File: src/sv/bpe_pkg.sv
// ----------------------------------------------------------------------------
// bpe_pkg
// Types and constants shared by the button debounce / press event core.
// ----------------------------------------------------------------------------
package bpe_pkg;

  localparam int unsigned NUM_BUTTONS = 2;
  localparam int unsigned MAX_EVENTS  = 4;
  localparam int unsigned EV_IDX_W    = 2;
  localparam int unsigned EV_CNT_W    = 3;
  localparam int unsigned NUM_CODES   = 5;
  localparam int unsigned CFG_W       = 16;
  localparam int unsigned CFG_IDX_W   = 2;
  localparam int unsigned TIME_W      = 32;

  localparam logic [CFG_W-1:0] DEBOUNCE_RST   = 16'd50;
  localparam logic [CFG_W-1:0] LONG_PRESS_RST = 16'd2000;
  localparam logic [CFG_W-1:0] REPEAT_RST     = 16'd150;

  localparam logic [CFG_IDX_W-1:0] CFG_DEBOUNCE   = 2'd0;
  localparam logic [CFG_IDX_W-1:0] CFG_LONG_PRESS = 2'd1;
  localparam logic [CFG_IDX_W-1:0] CFG_REPEAT     = 2'd2;

  localparam logic REQ_UPDATE = 1'b0;
  localparam logic REQ_CLEAR  = 1'b1;

  typedef enum logic [2:0] {
    EV_PRESSED  = 3'd0,
    EV_CLICK    = 3'd1,
    EV_RELEASED = 3'd2,
    EV_LONG     = 3'd3,
    EV_REPEAT   = 3'd4
  } bpe_event_e;

  typedef struct packed {
    logic                   req_type;
    logic [TIME_W-1:0]      now_ms;
    logic [NUM_BUTTONS-1:0] raw_pressed;
  } bpe_in_t;

  typedef struct packed {
    logic                   button_index;
    logic [2:0]             event_code;
    logic [NUM_BUTTONS-1:0] pressed_mask;
    logic                   last;
  } bpe_out_t;

  typedef struct packed {
    logic [CFG_W-1:0] debounce_time;
    logic [CFG_W-1:0] long_press_time;
    logic [CFG_W-1:0] repeat_interval;
  } bpe_cfg_t;

  typedef struct packed {
    logic       btn;
    bpe_event_e code;
  } bpe_ev_t;

  // one queue entry: all events of one update request
  typedef struct packed {
    logic [EV_IDX_W-1:0]        last_idx;
    bpe_ev_t [MAX_EVENTS-1:0]   ev;
    logic [NUM_BUTTONS-1:0]     mask;
  } bpe_batch_t;

endpackage

File: src/sv/bpe_front.sv
// ----------------------------------------------------------------------------
// bpe_front
// Accepts requests, updates per-button debounce state and builds the event
// list of each update as one batch for the queue.
// ----------------------------------------------------------------------------
module bpe_front import bpe_pkg::*; (
  input  logic       clk_i,
  input  logic       rst_ni,
  input  bpe_cfg_t   cfg_i,
  input  logic       in_valid_i,
  output logic       in_stall_o,
  input  bpe_in_t    in_data_i,
  input  logic       full_i,
  output logic       push_o,
  output bpe_batch_t batch_o
);

  logic [NUM_BUTTONS-1:0] cand_lvl_q, cand_lvl_d;
  logic [NUM_BUTTONS-1:0] stable_q, stable_d;
  logic [NUM_BUTTONS-1:0] long_fired_q, long_fired_d;
  logic [TIME_W-1:0]      cand_since_q [NUM_BUTTONS];
  logic [TIME_W-1:0]      cand_since_d [NUM_BUTTONS];
  logic [TIME_W-1:0]      press_start_q [NUM_BUTTONS];
  logic [TIME_W-1:0]      press_start_d [NUM_BUTTONS];
  logic [TIME_W-1:0]      last_ev_q [NUM_BUTTONS];
  logic [TIME_W-1:0]      last_ev_d [NUM_BUTTONS];

  logic [NUM_BUTTONS-1:0] stab_n, rise, fall, fire_long, fire_rep;
  logic [NUM_CODES-1:0]   fires [NUM_BUTTONS];
  logic [CFG_W-1:0]       lp_eff, rp_eff;
  logic                   accept, upd, clr;
  logic [EV_CNT_W-1:0]    ev_cnt;

  assign in_stall_o = full_i;
  assign accept     = in_valid_i && !full_i;
  assign upd        = accept && (in_data_i.req_type == REQ_UPDATE);
  assign clr        = accept && (in_data_i.req_type == REQ_CLEAR);
  assign lp_eff     = (cfg_i.long_press_time == '0) ? CFG_W'(1) : cfg_i.long_press_time;
  assign rp_eff     = (cfg_i.repeat_interval == '0) ? CFG_W'(1) : cfg_i.repeat_interval;

  // per-button classification, all time deltas against the old state
  always_comb begin
    for (int i = 0; i < NUM_BUTTONS; i++) begin
      if (in_data_i.raw_pressed[i] != cand_lvl_q[i]) begin
        stab_n[i] = stable_q[i];
      end else if ((in_data_i.now_ms - cand_since_q[i]) >= TIME_W'(cfg_i.debounce_time)) begin
        stab_n[i] = in_data_i.raw_pressed[i];
      end else begin
        stab_n[i] = stable_q[i];
      end
      rise[i]      = stab_n[i] && !stable_q[i];
      fall[i]      = !stab_n[i] && stable_q[i];
      fire_long[i] = stab_n[i] && stable_q[i] && !long_fired_q[i]
                     && ((in_data_i.now_ms - press_start_q[i]) >= TIME_W'(lp_eff));
      fire_rep[i]  = stab_n[i] && stable_q[i] && long_fired_q[i]
                     && ((in_data_i.now_ms - last_ev_q[i]) >= TIME_W'(rp_eff));
      // bit k fires event code k
      fires[i] = {fire_rep[i], fire_long[i], fall[i], fall[i] && !long_fired_q[i], rise[i]};
    end
  end

  always_comb begin
    logic [EV_CNT_W-1:0] pos;
    pos     = '0;
    batch_o = '0;
    for (int i = 0; i < NUM_BUTTONS; i++) begin
      for (int k = 0; k < NUM_CODES; k++) begin
        if (fires[i][k] && (pos < EV_CNT_W'(MAX_EVENTS))) begin
          batch_o.ev[pos[EV_IDX_W-1:0]].btn  = 1'(i);
          batch_o.ev[pos[EV_IDX_W-1:0]].code = bpe_event_e'(3'(k));
          pos = pos + EV_CNT_W'(1);
        end
      end
    end
    ev_cnt           = pos;
    batch_o.last_idx = EV_IDX_W'(pos - EV_CNT_W'(1));
    batch_o.mask     = stab_n;
  end

  assign push_o = upd && (ev_cnt != '0);

  always_comb begin
    cand_lvl_d   = cand_lvl_q;
    stable_d     = stable_q;
    long_fired_d = long_fired_q;
    cand_since_d  = cand_since_q;
    press_start_d = press_start_q;
    last_ev_d     = last_ev_q;
    if (clr) begin
      long_fired_d = '1;
    end else if (upd) begin
      cand_lvl_d = in_data_i.raw_pressed;
      stable_d   = stab_n;
      for (int i = 0; i < NUM_BUTTONS; i++) begin
        if (in_data_i.raw_pressed[i] != cand_lvl_q[i]) begin
          cand_since_d[i] = in_data_i.now_ms;
        end
        if (rise[i]) begin
          press_start_d[i] = in_data_i.now_ms;
          last_ev_d[i]     = in_data_i.now_ms;
          long_fired_d[i]  = 1'b0;
        end
        if (fire_long[i]) begin
          long_fired_d[i] = 1'b1;
          last_ev_d[i]    = in_data_i.now_ms;
        end
        if (fire_rep[i]) begin
          last_ev_d[i] = in_data_i.now_ms;
        end
      end
    end
  end

  always_ff @(posedge clk_i or negedge rst_ni) begin
    if (!rst_ni) begin
      cand_lvl_q   <= '0;
      stable_q     <= '0;
      long_fired_q <= '0;
      for (int i = 0; i < NUM_BUTTONS; i++) begin
        cand_since_q[i]  <= '0;
        press_start_q[i] <= '0;
        last_ev_q[i]     <= '0;
      end
    end else begin
      cand_lvl_q    <= cand_lvl_d;
      stable_q      <= stable_d;
      long_fired_q  <= long_fired_d;
      cand_since_q  <= cand_since_d;
      press_start_q <= press_start_d;
      last_ev_q     <= last_ev_d;
    end
  end

  a_stable_hold: assert property (@(posedge clk_i) disable iff (!rst_ni)
    !upd |=> $stable(stable_q))
    else $error("debounced state changed without an update");

  a_clear_silent: assert property (@(posedge clk_i) disable iff (!rst_ni)
    clr |-> !push_o)
    else $error("clear request produced events");

endmodule

File: src/sv/bpe_fifo.sv
// ----------------------------------------------------------------------------
// bpe_fifo
// Short queue of event batches between the front and the back part.
// ----------------------------------------------------------------------------
module bpe_fifo import bpe_pkg::*; #(
  parameter int unsigned DEPTH = 4
) (
  input  logic       clk_i,
  input  logic       rst_ni,
  input  logic       push_i,
  input  bpe_batch_t data_i,
  output logic       full_o,
  input  logic       pop_i,
  output bpe_batch_t data_o,
  output logic       empty_o
);

  localparam int unsigned PTR_W = (DEPTH > 1) ? $clog2(DEPTH) : 1;
  localparam int unsigned CNT_W = $clog2(DEPTH + 1);

  bpe_batch_t         mem_q [DEPTH];
  logic [PTR_W-1:0]   wr_ptr_q, wr_ptr_d, rd_ptr_q, rd_ptr_d;
  logic [CNT_W-1:0]   count_q, count_d;

  assign full_o  = (count_q == CNT_W'(DEPTH));
  assign empty_o = (count_q == '0);
  assign data_o  = mem_q[rd_ptr_q];

  always_comb begin
    wr_ptr_d = wr_ptr_q;
    rd_ptr_d = rd_ptr_q;
    count_d  = count_q;
    if (push_i) begin
      wr_ptr_d = (wr_ptr_q == PTR_W'(DEPTH - 1)) ? '0 : wr_ptr_q + PTR_W'(1);
    end
    if (pop_i) begin
      rd_ptr_d = (rd_ptr_q == PTR_W'(DEPTH - 1)) ? '0 : rd_ptr_q + PTR_W'(1);
    end
    if (push_i && !pop_i) begin
      count_d = count_q + CNT_W'(1);
    end else if (pop_i && !push_i) begin
      count_d = count_q - CNT_W'(1);
    end
  end

  always_ff @(posedge clk_i or negedge rst_ni) begin
    if (!rst_ni) begin
      wr_ptr_q <= '0;
      rd_ptr_q <= '0;
      count_q  <= '0;
    end else begin
      wr_ptr_q <= wr_ptr_d;
      rd_ptr_q <= rd_ptr_d;
      count_q  <= count_d;
    end
  end

  always_ff @(posedge clk_i) begin
    if (push_i) begin
      mem_q[wr_ptr_q] <= data_i;
    end
  end

  a_no_overflow: assert property (@(posedge clk_i) disable iff (!rst_ni)
    push_i |-> !full_o)
    else $error("push into full queue");

  a_no_underflow: assert property (@(posedge clk_i) disable iff (!rst_ni)
    pop_i |-> !empty_o)
    else $error("pop from empty queue");

endmodule

File: src/sv/bpe_back.sv
// ----------------------------------------------------------------------------
// bpe_back
// Walks the head batch one event per unstalled cycle to the output register.
// ----------------------------------------------------------------------------
module bpe_back import bpe_pkg::*; (
  input  logic       clk_i,
  input  logic       rst_ni,
  input  bpe_batch_t head_i,
  input  logic       empty_i,
  output logic       pop_o,
  output logic       out_valid_o,
  input  logic       out_stall_i,
  output bpe_out_t   out_data_o
);

  logic [EV_IDX_W-1:0] sub_q, sub_d;
  logic                out_valid_q, out_valid_d;
  bpe_out_t            out_data_q, out_data_d;
  bpe_ev_t             sel;
  logic                load, is_last;

  always_comb begin
    sel         = head_i.ev[sub_q];
    load        = !empty_i && (!out_valid_q || !out_stall_i);
    is_last     = (sub_q == head_i.last_idx);
    pop_o       = load && is_last;
    sub_d       = sub_q;
    out_valid_d = out_valid_q;
    out_data_d  = out_data_q;
    if (load) begin
      out_valid_d             = 1'b1;
      out_data_d.button_index = sel.btn;
      out_data_d.event_code   = sel.code;
      out_data_d.pressed_mask = head_i.mask;
      out_data_d.last         = is_last;
      sub_d = is_last ? '0 : sub_q + EV_IDX_W'(1);
    end else if (!out_stall_i) begin
      out_valid_d = 1'b0;
    end
  end

  always_ff @(posedge clk_i or negedge rst_ni) begin
    if (!rst_ni) begin
      sub_q       <= '0;
      out_valid_q <= 1'b0;
    end else begin
      sub_q       <= sub_d;
      out_valid_q <= out_valid_d;
    end
  end

  always_ff @(posedge clk_i) begin
    out_data_q <= out_data_d;
  end

  assign out_valid_o = out_valid_q;
  assign out_data_o  = out_data_q;

  a_sub_in_range: assert property (@(posedge clk_i) disable iff (!rst_ni)
    !empty_i |-> (sub_q <= head_i.last_idx))
    else $error("event index beyond batch");

endmodule

File: src/sv/button_debounce_press_events_core.sv
// Flow: an accepted update is written into the batch queue, and its first event
// is then loaded from the head of the queue into the output register.
// Throughput: one request per cycle enters while the batch queue has room; events
// leave one per cycle while the output is not stalled; an update yields 0 to 4
// events. A four-entry batch queue decouples request intake from event delivery.
// Reset: all button state zero, timing registers to 50 / 2000 / 150 ms.
// ----------------------------------------------------------------------------
// button_debounce_press_events_core
// Debounce of two buttons with press, click, release, long-press and repeat
// events, plus the configuration registers.
// ----------------------------------------------------------------------------
module button_debounce_press_events_core import bpe_pkg::*; #(
  parameter int unsigned FIFO_DEPTH = 4
) (
  input  logic                 clk_i,
  input  logic                 rst_ni,
  input  logic                 cfg_we_i,
  input  logic [CFG_IDX_W-1:0] cfg_idx_i,
  input  logic [CFG_W-1:0]     cfg_wdata_i,
  input  logic                 in_valid_i,
  output logic                 in_stall_o,
  input  bpe_in_t              in_data_i,
  output logic                 out_valid_o,
  input  logic                 out_stall_i,
  output bpe_out_t             out_data_o
);

  bpe_cfg_t   cfg_q, cfg_d;
  logic       push, full, pop, empty;
  bpe_batch_t push_batch, head_batch;

  always_comb begin
    cfg_d = cfg_q;
    if (cfg_we_i) begin
      unique case (cfg_idx_i)
        CFG_DEBOUNCE:   cfg_d.debounce_time   = cfg_wdata_i;
        CFG_LONG_PRESS: cfg_d.long_press_time = cfg_wdata_i;
        CFG_REPEAT:     cfg_d.repeat_interval = cfg_wdata_i;
        default:        cfg_d = cfg_q;
      endcase
    end
  end

  always_ff @(posedge clk_i or negedge rst_ni) begin
    if (!rst_ni) begin
      cfg_q.debounce_time   <= DEBOUNCE_RST;
      cfg_q.long_press_time <= LONG_PRESS_RST;
      cfg_q.repeat_interval <= REPEAT_RST;
    end else begin
      cfg_q <= cfg_d;
    end
  end

  bpe_front u_front (
    .clk_i      (clk_i),
    .rst_ni     (rst_ni),
    .cfg_i      (cfg_q),
    .in_valid_i (in_valid_i),
    .in_stall_o (in_stall_o),
    .in_data_i  (in_data_i),
    .full_i     (full),
    .push_o     (push),
    .batch_o    (push_batch)
  );

  bpe_fifo #(
    .DEPTH (FIFO_DEPTH)
  ) u_fifo (
    .clk_i   (clk_i),
    .rst_ni  (rst_ni),
    .push_i  (push),
    .data_i  (push_batch),
    .full_o  (full),
    .pop_i   (pop),
    .data_o  (head_batch),
    .empty_o (empty)
  );

  bpe_back u_back (
    .clk_i       (clk_i),
    .rst_ni      (rst_ni),
    .head_i      (head_batch),
    .empty_i     (empty),
    .pop_o       (pop),
    .out_valid_o (out_valid_o),
    .out_stall_i (out_stall_i),
    .out_data_o  (out_data_o)
  );

endmodule

File: config.mk
export PLATFORM = sky130hd
export DESIGN_NAME = button_debounce_press_events_core
export DESIGN_NICKNAME = d
export VERILOG_FILES = /design/src/sv/bpe_pkg.sv /design/src/sv/bpe_front.sv /design/src/sv/bpe_fifo.sv /design/src/sv/bpe_back.sv /design/src/sv/button_debounce_press_events_core.sv
export SDC_FILE = /design/constraint.sdc
export NUM_CORES = 1
export LEC_CHECK = 0
export ABC_AREA = 1
export ABC_CLOCK_PERIOD_IN_PS = 8820
export CORE_ASPECT_RATIO = 1.4
export CORE_MARGIN = 5
export CORE_UTILIZATION = 43
export CTS_BUF_LIST = sky130_fd_sc_hd__clkbuf_8
export DETAILED_ROUTE_END_ITERATION = 8
export DONT_BUFFER_PORTS = 1
export SYNTH_ARGS = -nofsm -noshare
export SYNTH_HDL_FRONTEND = slang
export SYNTH_SLANG_ARGS = --single-unit
File: constraint.sdc
create_clock -name clk_i -period 8.82 [get_ports clk_i]
set_input_delay 0.441 -clock clk_i [delete_from_list [all_inputs] [get_ports clk_i]]
set_output_delay 0.441 -clock clk_i [all_outputs]
set_load 0.1 [all_outputs]
Word-level counts from Yosys, hierarchy flattened
Memory sizes are Yosys's and may differ from the RTL's.
Index checks and enable logic that the tools add are counted.

storage, ports and cells
  memories = 1
  logic and storage cells = 265
  RAM bits = 80
  output and inout bits = 9
  flip-flop bits (word level) = 263
  bits of input ports = 58

cells by class
  bitwise logic cells = 2
  equal/unequal tests = 9
  add/sub/neg operators = 21
  magnitude comparators = 34
  multiplexer cells = 98
  reduce and logical (&&, ||, !) cells = 78

memories
  name          words  width  read ports  clocked after memory_dff  write ports  RTL line        RTL
  u_fifo.mem_q  4      20     1           0                         1            bpe_fifo.sv:21  bpe_batch_t mem_q [DEPTH];

operators with widths
  operator                                                            number
  bitwise mux 16 bit                                                  16
  greater-or-equal comparator 32 x 16 -> 1 bit                        6
  2-to-1 mux 32 bit                                                   6
  subtractor 32 bit                                                   6
  2-to-1 mux 16 bit                                                   10
  demux 4 bit (select 2 bit)                                          17
  2-to-1 mux 3 bit                                                    20
  logical AND 1 bit                                                   42
  2-to-1 mux 4 bit                                                    9
  zero test 16 bit                                                    2
  adder 3 x 1 -> 3 bit (second input constant)                        9
  < comparator 2 x 3 -> 1 bit (second input constant)                 9
  < comparator 3 bit (second input constant)                          8
  AND reduction 3 bit                                                 6
  greater-or-equal comparator 2 x 1 -> 1 bit (second input constant)  8
  nonzero test 3 bit                                                  5
  2-to-1 mux 1 bit                                                    13
  2-to-1 mux 13 bit                                                   1
  zero test 1 bit                                                     12
  AND reduction 2 bit                                                 6
  2-to-1 mux 2 bit                                                    5
  binary-select mux 4 bit (select 2 bit)                              1
  adder 2 x 1 -> 2 bit (second input constant)                        3
  equality test 2 bit (second input constant)                         3
  15 further kinds                                                    19

Longest topological paths before layout
  depth in word-level cells = 39
  gate-level depth with buffers = 66
  gate-level depth less buffers = 66

Modules after synthesis
A second synthesis with hierarchy kept.

unflattened totals
  cell total of the unflattened synthesis = 4455
  area, all modules = 30420.4 µm²

by module, submodules not included
  module                             instances  cells an instance  area each (µm²)  seq. area each (µm²)
  bpe_front                          1          3900               24184.4          4954.8
  bpe_fifo                           1          284                3644.7           2577.5
  button_debounce_press_events_core  1          214                2060.7           1217.4
  bpe_back                           1          57                 530.5            285.3

Worst setup path before layout
No wires, ideal clock.

  path type = input port to flip-flop
  from = in in_data_i[2] (netlist name)
  to = mem u_fifo.mem_q[0][0] (netlist name) (enable)
  setup time = 0.397 ns
  required time = 8.423 ns
  arrival = 8.630 ns
  buffers on the path = 0
  setup slack = -0.207 ns
  cell stages on the path = 56
  cell sequence = inv_1 -> ha_1 -> fa_1 -> inv_1 -> nand2_1 -> nand2_1 -> and2_1 -> nand3_1 -> nand2_1 -> xor2_1 -> ha_1 -> a21oi_1 -> o21ai_0 -> nor2_1 -> nand2_1 -> nor2_1 -> nand2_1 -> a21oi_1 -> (+20 left out) -> ha_1 -> nand4_1 -> nand2_2 -> inv_1 -> ha_1 -> inv_1 -> nand2_1 -> nand2_2 -> inv_1 -> ha_1 -> nand2_1 -> o21ai_0 -> ha_1 -> inv_1 -> nor2_2 -> o21ai_4 -> nand2_4 -> nor2_1

on the way
  cells in the longest elaborated chain, start to end = 37
  elaborated cells on any way between the ends = 75
  those cells by class = add/sub (15); order compare (15); mux (16); reduce/logical (29)

ends and longest elaborated chain
  element                                                           RTL line                                 RTL
  start, declared                                                   button_debounce_press_events_core.sv:22  input bpe_in_t in_data_i,
  subtractor 32 bit                                                 bpe_front.sv:46                          end else if ((in_data_i.now_ms - cand_since_q[i]) >= TIME_W'(cfg_i.debounce_time)) begin
  greater-or-equal comparator 32 x 16 -> 1 bit                      bpe_front.sv:46
  2-to-1 mux 1 bit                                                  bpe_front.sv:46
  2-to-1 mux 1 bit                                                  bpe_front.sv:44                          if (in_data_i.raw_pressed[i] != cand_lvl_q[i]) begin
  logical AND 1 bit or zero test 1 bit (tied branches)              bpe_front.sv:51, bpe_front.sv:52
  2-to-1 mux 1 bit or logical AND 1 bit (tied branches)             bpe_front.sv:68, bpe_front.sv:52
  < comparator 1 x 3 -> 1 bit or logical AND 1 bit (tied branches)  bpe_front.sv:68, bpe_front.sv:58
  logical AND 1 bit                                                 bpe_front.sv:68                          if (fires[i][k] && (pos < EV_CNT_W'(MAX_EVENTS))) begin
  (+21 left out)                                                    -
  2-to-1 mux 3 bit                                                  bpe_front.sv:68
  < comparator 3 bit                                                bpe_front.sv:68
  logical AND 1 bit                                                 bpe_front.sv:68
  2-to-1 mux 3 bit (*)                                              bpe_front.sv:68
  nonzero test 3 bit (*)                                            bpe_front.sv:80                          assign push_o = upd && (ev_cnt != '0);
  logical AND 1 bit (*)                                             bpe_front.sv:80
  2-to-1 mux 1 bit (*)                                              bpe_fifo.sv:59                           if (push_i) begin
  2-to-1 mux 1 bit (not written as such) (*)                        bpe_fifo.sv:60                           mem_q[wr_ptr_q] <= data_i;
  end, declared                                                     bpe_fifo.sv:21

Mark *: on every way between the ends. The rest lies on a longest branch, timed or not.

Worst setup path after layout
  from = reg u_front.cand_since_q[32] (netlist name)
  to = reg u_fifo.count_q[1]

on the way
  elaborated cells on any way between the ends = 57
  those cells by class = add/sub (10); order compare (10); mux (13); reduce/logical (24)

RTL lines
  element                                                           RTL line                                 RTL
  start, declared                                                   bpe_front.sv:21                          logic [TIME_W-1:0] cand_since_q [NUM_BUTTONS];
  start signal, assigned                                            bpe_front.sv:128                         cand_since_q <= cand_since_d;
  subtractor 32 bit (*)                                             bpe_front.sv:46
  greater-or-equal comparator 32 x 16 -> 1 bit (*)                  bpe_front.sv:46
  2-to-1 mux 1 bit (*)                                              bpe_front.sv:46
  2-to-1 mux 1 bit (*)                                              bpe_front.sv:44
  logical AND 1 bit or zero test 1 bit (tied branches)              bpe_front.sv:51, bpe_front.sv:52
  2-to-1 mux 1 bit or logical AND 1 bit (tied branches)             bpe_front.sv:68, bpe_front.sv:52
  < comparator 1 x 3 -> 1 bit or logical AND 1 bit (tied branches)  bpe_front.sv:68, bpe_front.sv:58
  logical AND 1 bit                                                 bpe_front.sv:68
  (+23 left out)                                                    -
  logical AND 1 bit                                                 bpe_front.sv:68
  2-to-1 mux 3 bit (*)                                              bpe_front.sv:68
  nonzero test 3 bit (*)                                            bpe_front.sv:80
  logical AND 1 bit (*)                                             bpe_front.sv:80
  via push                                                          button_debounce_press_events_core.sv:29  logic push, full, pop, empty;
  logical AND 1 bit (*)                                             bpe_fifo.sv:39                           if (push_i && !pop_i) begin
  2-to-1 mux 3 bit (*)                                              bpe_fifo.sv:39
  via u_fifo.count_d[1]                                             bpe_fifo.sv:23                           logic [CNT_W-1:0] count_q, count_d;
  end signal, assigned                                              bpe_fifo.sv:54                           count_q <= count_d;
  end, declared                                                     bpe_fifo.sv:23

Mark *: on every way through the listed nets, which the timed path passes. The rest lies on a longest branch.
A chain may end at the register's enable or synchronous reset.

==> flow_summary.json <==
{
  "status": "complete, no violations",
  "routed_wire_length_per_instance_um": 18.1,
  "min_period_over_period_pct": 92.9,
  "fp.dieH_um": 313,
  "fin_tns_setup_ns": 0,
  "worst_clock_skew_ns": 0.0424,
  "worst_pin_slew_ns": 1.11,
  "numPortBuffers": 0,
  "synth_top_cell_area_share_pct": 21.5,
  "final_hold_viol_count": 0,
  "synth_flop_cell": "dfrtp_1",
  "tritoncts": "yes",
  "ys_top_cells_by_count": "nand2_1 (970), inv_1 (637), o21ai_0 (398)",
  "vias": 25500,
  "synthMuxAreaShare_pct": 0.0797,
  "drcViolationCount": 0,
  "yosys.area.top_type": "dfrtp_1",
  "wirelength_um": 88900,
  "timing.critical_path.required_ns": 9.38,
  "nNetsFinal": 4402,
  "final_standard_cell_area_without_fillers_mm2": 0.0316,
  "global_route_wire_length_before_repair_um": 136000,
  "hpwlAfterDp_um": 68500,
  "power_per_cell_area_mw_per_mm2": 372,
  "first_global_vias": 24300,
  "synth_adder_area_share_pct": 14.4,
  "drtAntennaViolNets": 0,
  "synth_area_mm2": 0.0283,
  "yosys.area_share.xor_xnor_pct": 4.74,
  "detailed_place.area_mm2": 0.0296,
  "synth_top_family_by_area": "simple AND/OR/NAND/NOR gates",
  "critical_path_class": "reg2reg",
  "clockRootBuffer": "clkbuf_8",
  "die_width_um": 227,
  "report.power.total_mw": 11.8,
  "first_pass_iteration_count_of_the_detailed_router": 8,
  "crit-reg2reg-capture": "u_fifo.count_q[1]$_DFFE_PN0P_",
  "ys_async_sr_fraction_pct": 74.6,
  "fp.dieArea_mm2": 0.0710,
  "io-pin-count": 67,
  "final.setup.worst_slack_ns": 0.624,
  "count_of_flip_flops_with_a_built_in_enable_after_synthesis": 87,
  "slowest_cell_on_the_critical_path": "fa_1",
  "grt_setup_unrepaired": "no",
  "numClockSinks": 343,
  "place_congestion": 0.945,
  "h-tree-depth": 2,
  "place.detailed.instances": 4755,
  "synth_area_leaders": "dfrtp_1 (22%), ha_1 (14%), nand2_1 (13%)",
  "fin_hold_ws_ns": 0.0312,
  "synth_seq_area_share_pct": 32.0,
  "first_iter_violations": 1561,
  "drv.max_cap_violation_count": 0,
  "source_of_the_worst_hold_timing_path": "in_data_i[16]",
  "netlist-cell-type-count": 65,
  "holdCritPathClass": "in2reg",
  "initial_utilization_pct": 43.3,
  "stdcell_count": 4917,
  "core_area_mm2": 0.0653,
  "ys.warnings.count": 0,
  "yosys_register_bits": 343,
  "endpoint_kind": "flop",
  "critPathLaunch": "u_front.cand_since_q[32]$_DFFE_PN0P_",
  "routed_via_density": 5.19,
  "worst_ir_drop_vdd_mv": 0.231,
  "report.final.setup_viol": 0,
  "crit_arrival_ns": 8.75,
  "global_route.usage.total_pct": 24.5,
  "row_count": 111,
  "globalRouteOverflowTotal": 0,
  "crit_path_max_incr_delay_ns": 0.56,
  "synth-compound-area-share_pct": 15.8,
  "clk_pin_slew_worst_paths_ns": 0.08,
  "yosys.area_share.simple_pct": 23.6,
  "library_cell_appearing_most_often_on_the_critical_path": "inv_1",
  "crit_path_start_kind": "flop",
  "fmax_ghz": 0.122,
  "layout-area-overhead-vs-synth_pct": 12.0,
  "period_minus_slack_ns": 8.20,
  "worst-path-max-fanout": 3,
  "pre_cts_ws_ns": 0.100,
  "final_layout_size_suffix_gt1_share_pct": 6.86,
  "final-max-slew-violation-count": 0,
  "antenna_violations_before_repair": 2,
  "synthCells": 3916,
  "rr_worst_depth": 59,
  "total_leakage_power_nw": 15.6,
  "yosysMostFrequentCell": "nand2_1",
  "cts-buffers-inserted": 57,
  "clock_latency_ns": 0.68,
  "grt_start_max_net_pins": 257,
  "synth.avg_cell_area_um2": 7.21,
  "critPathCapture": "u_fifo.count_q[1]$_DFFE_PN0P_",
  "final_core_utilization_pct": 48.5,
  "rrSetupSlack_ns": 0.62,
  "worst_r2r_startpoint": "u_front.cand_since_q[32]$_DFFE_PN0P_",
  "timing.max_slew.rel_slack_pct": 26.0,
  "cts_buffer_depth": 3,
  "syn_nets": 4295
}
flip-flops by register name, indices dropped and copies added, names as in the netlist:
name and flops:
u_front.cand_since_q 64, u_fifo.count_q 3, u_front.last_ev_q 64, u_front.press_start_q 64, u_back.out_valid_o 1, u_front.long_fired_q 2, u_fifo.rd_ptr_q 2, u_front.cand_lvl_q 2
u_back.sub_q 2, u_front.stable_q 2, cfg_q 48, u_fifo.mem_q 80, u_back.out_data_o 7, u_fifo.wr_ptr_q 2
where the power goes:
| part | internal [mW] | switching, mW |
|---|---|---|
| clock | 0.771 | 0.709 |
| combinational | 2.88 | 4.69 |
| sequential | 2.29 | 0.433 |
repair_timing:
action,CTS,global route
resized for setup,0,69
hold buffers,46,0
setup buffers,0,9
setup endpoints to repair,0,80
hold endpoints to repair,356,0
cell usage in the layout, fill, tap and decap left out, drive strengths merged, types with 8 or more instances in the layout:
| cell | synthesis | layout |
|---|---|---|
| a21boi | 10 | 10 |
| a21o | 18 | 18 |
| a21oi | 254 | 254 |
| a31oi | 21 | 21 |
| buf | 2 | 63 |
| clkbuf | 58 | 66 |
| clkinv | 1 | 8 |
| dfrtp | 243 | 243 |
| dfstp | 13 | 13 |
| dlygate4sd3 | 0 | 45 |
| edfxtp | 87 | 87 |
| fa | 8 | 8 |
| ha | 313 | 313 |
| inv | 644 | 670 |
| nand2 | 990 | 990 |
| nand3 | 154 | 154 |
| nand3b | 12 | 12 |
| nand4 | 52 | 52 |
| nor2 | 309 | 309 |
| nor3 | 42 | 42 |
| nor4 | 12 | 12 |
| o211ai | 16 | 16 |
| o21a | 11 | 11 |
| o21ai | 412 | 412 |
| o21bai | 13 | 13 |
| o221ai | 21 | 21 |
| xnor2 | 45 | 45 |
| xor2 | 108 | 108 |
layout make-up:
class,instances,area [um^2]
fill,6628,33600
multi-input combinational,2868,16900
sequential,343,9030
inverter,645,2420
tap,847,1060
timing repair buffer,108,1050
clock buffer,66,908
clock inverter,38,250
antenna,2,5.00
critical path, delay by kind of cell (launching register included):
kind            cells  cell delay (ns)
compound gates      7             0.65
flops               1             0.41
fa+ha+maj          14             3.80
buf+inv            13             0.74
xor+xnor            1             0.16
simple gates       23             2.05
mux                 1             0.26
worst min path at each step:
| stage | end | depth (start not counted) |
|---|---|---|
| after global placement | u_front.press_start_q[21]$_DFFE_PN0P_ | 0 |
| after global routing | cfg_q[25]$_DFFE_PN1P_ | 2 |
| after floorplan | cfg_q[0]$_DFFE_PN0P_ | 0 |
| final | u_front.cand_since_q[14]$_DFFE_PN0P_ | 2 |
| after detailed placement | u_front.press_start_q[23]$_DFFE_PN0P_ | 0 |
| after CTS | cfg_q[31]$_DFFE_PN0P_ | 2 |
routing by layer:
layer  vias to the layer above  routed length (um)  global-route usage, %
li1                      13100                   -                      -
met1                     11700               34200                   27.7
met2                       551               45700                   45.0
met3                       197                3550                   2.82
met4                         0                5340                   12.1
met5                         -                   0                      0
logic make-up after synthesis:
family	after synthesis
AND/OR/NAND/NOR	1587
AO/OA/AOI/OAI	805
buffers and inverters	705
flip-flops	343
adder cells (fa/ha/maj)	321
XOR/XNOR	153
multiplexers	2
No activity file was read; power rests on OpenSTA's default activity.
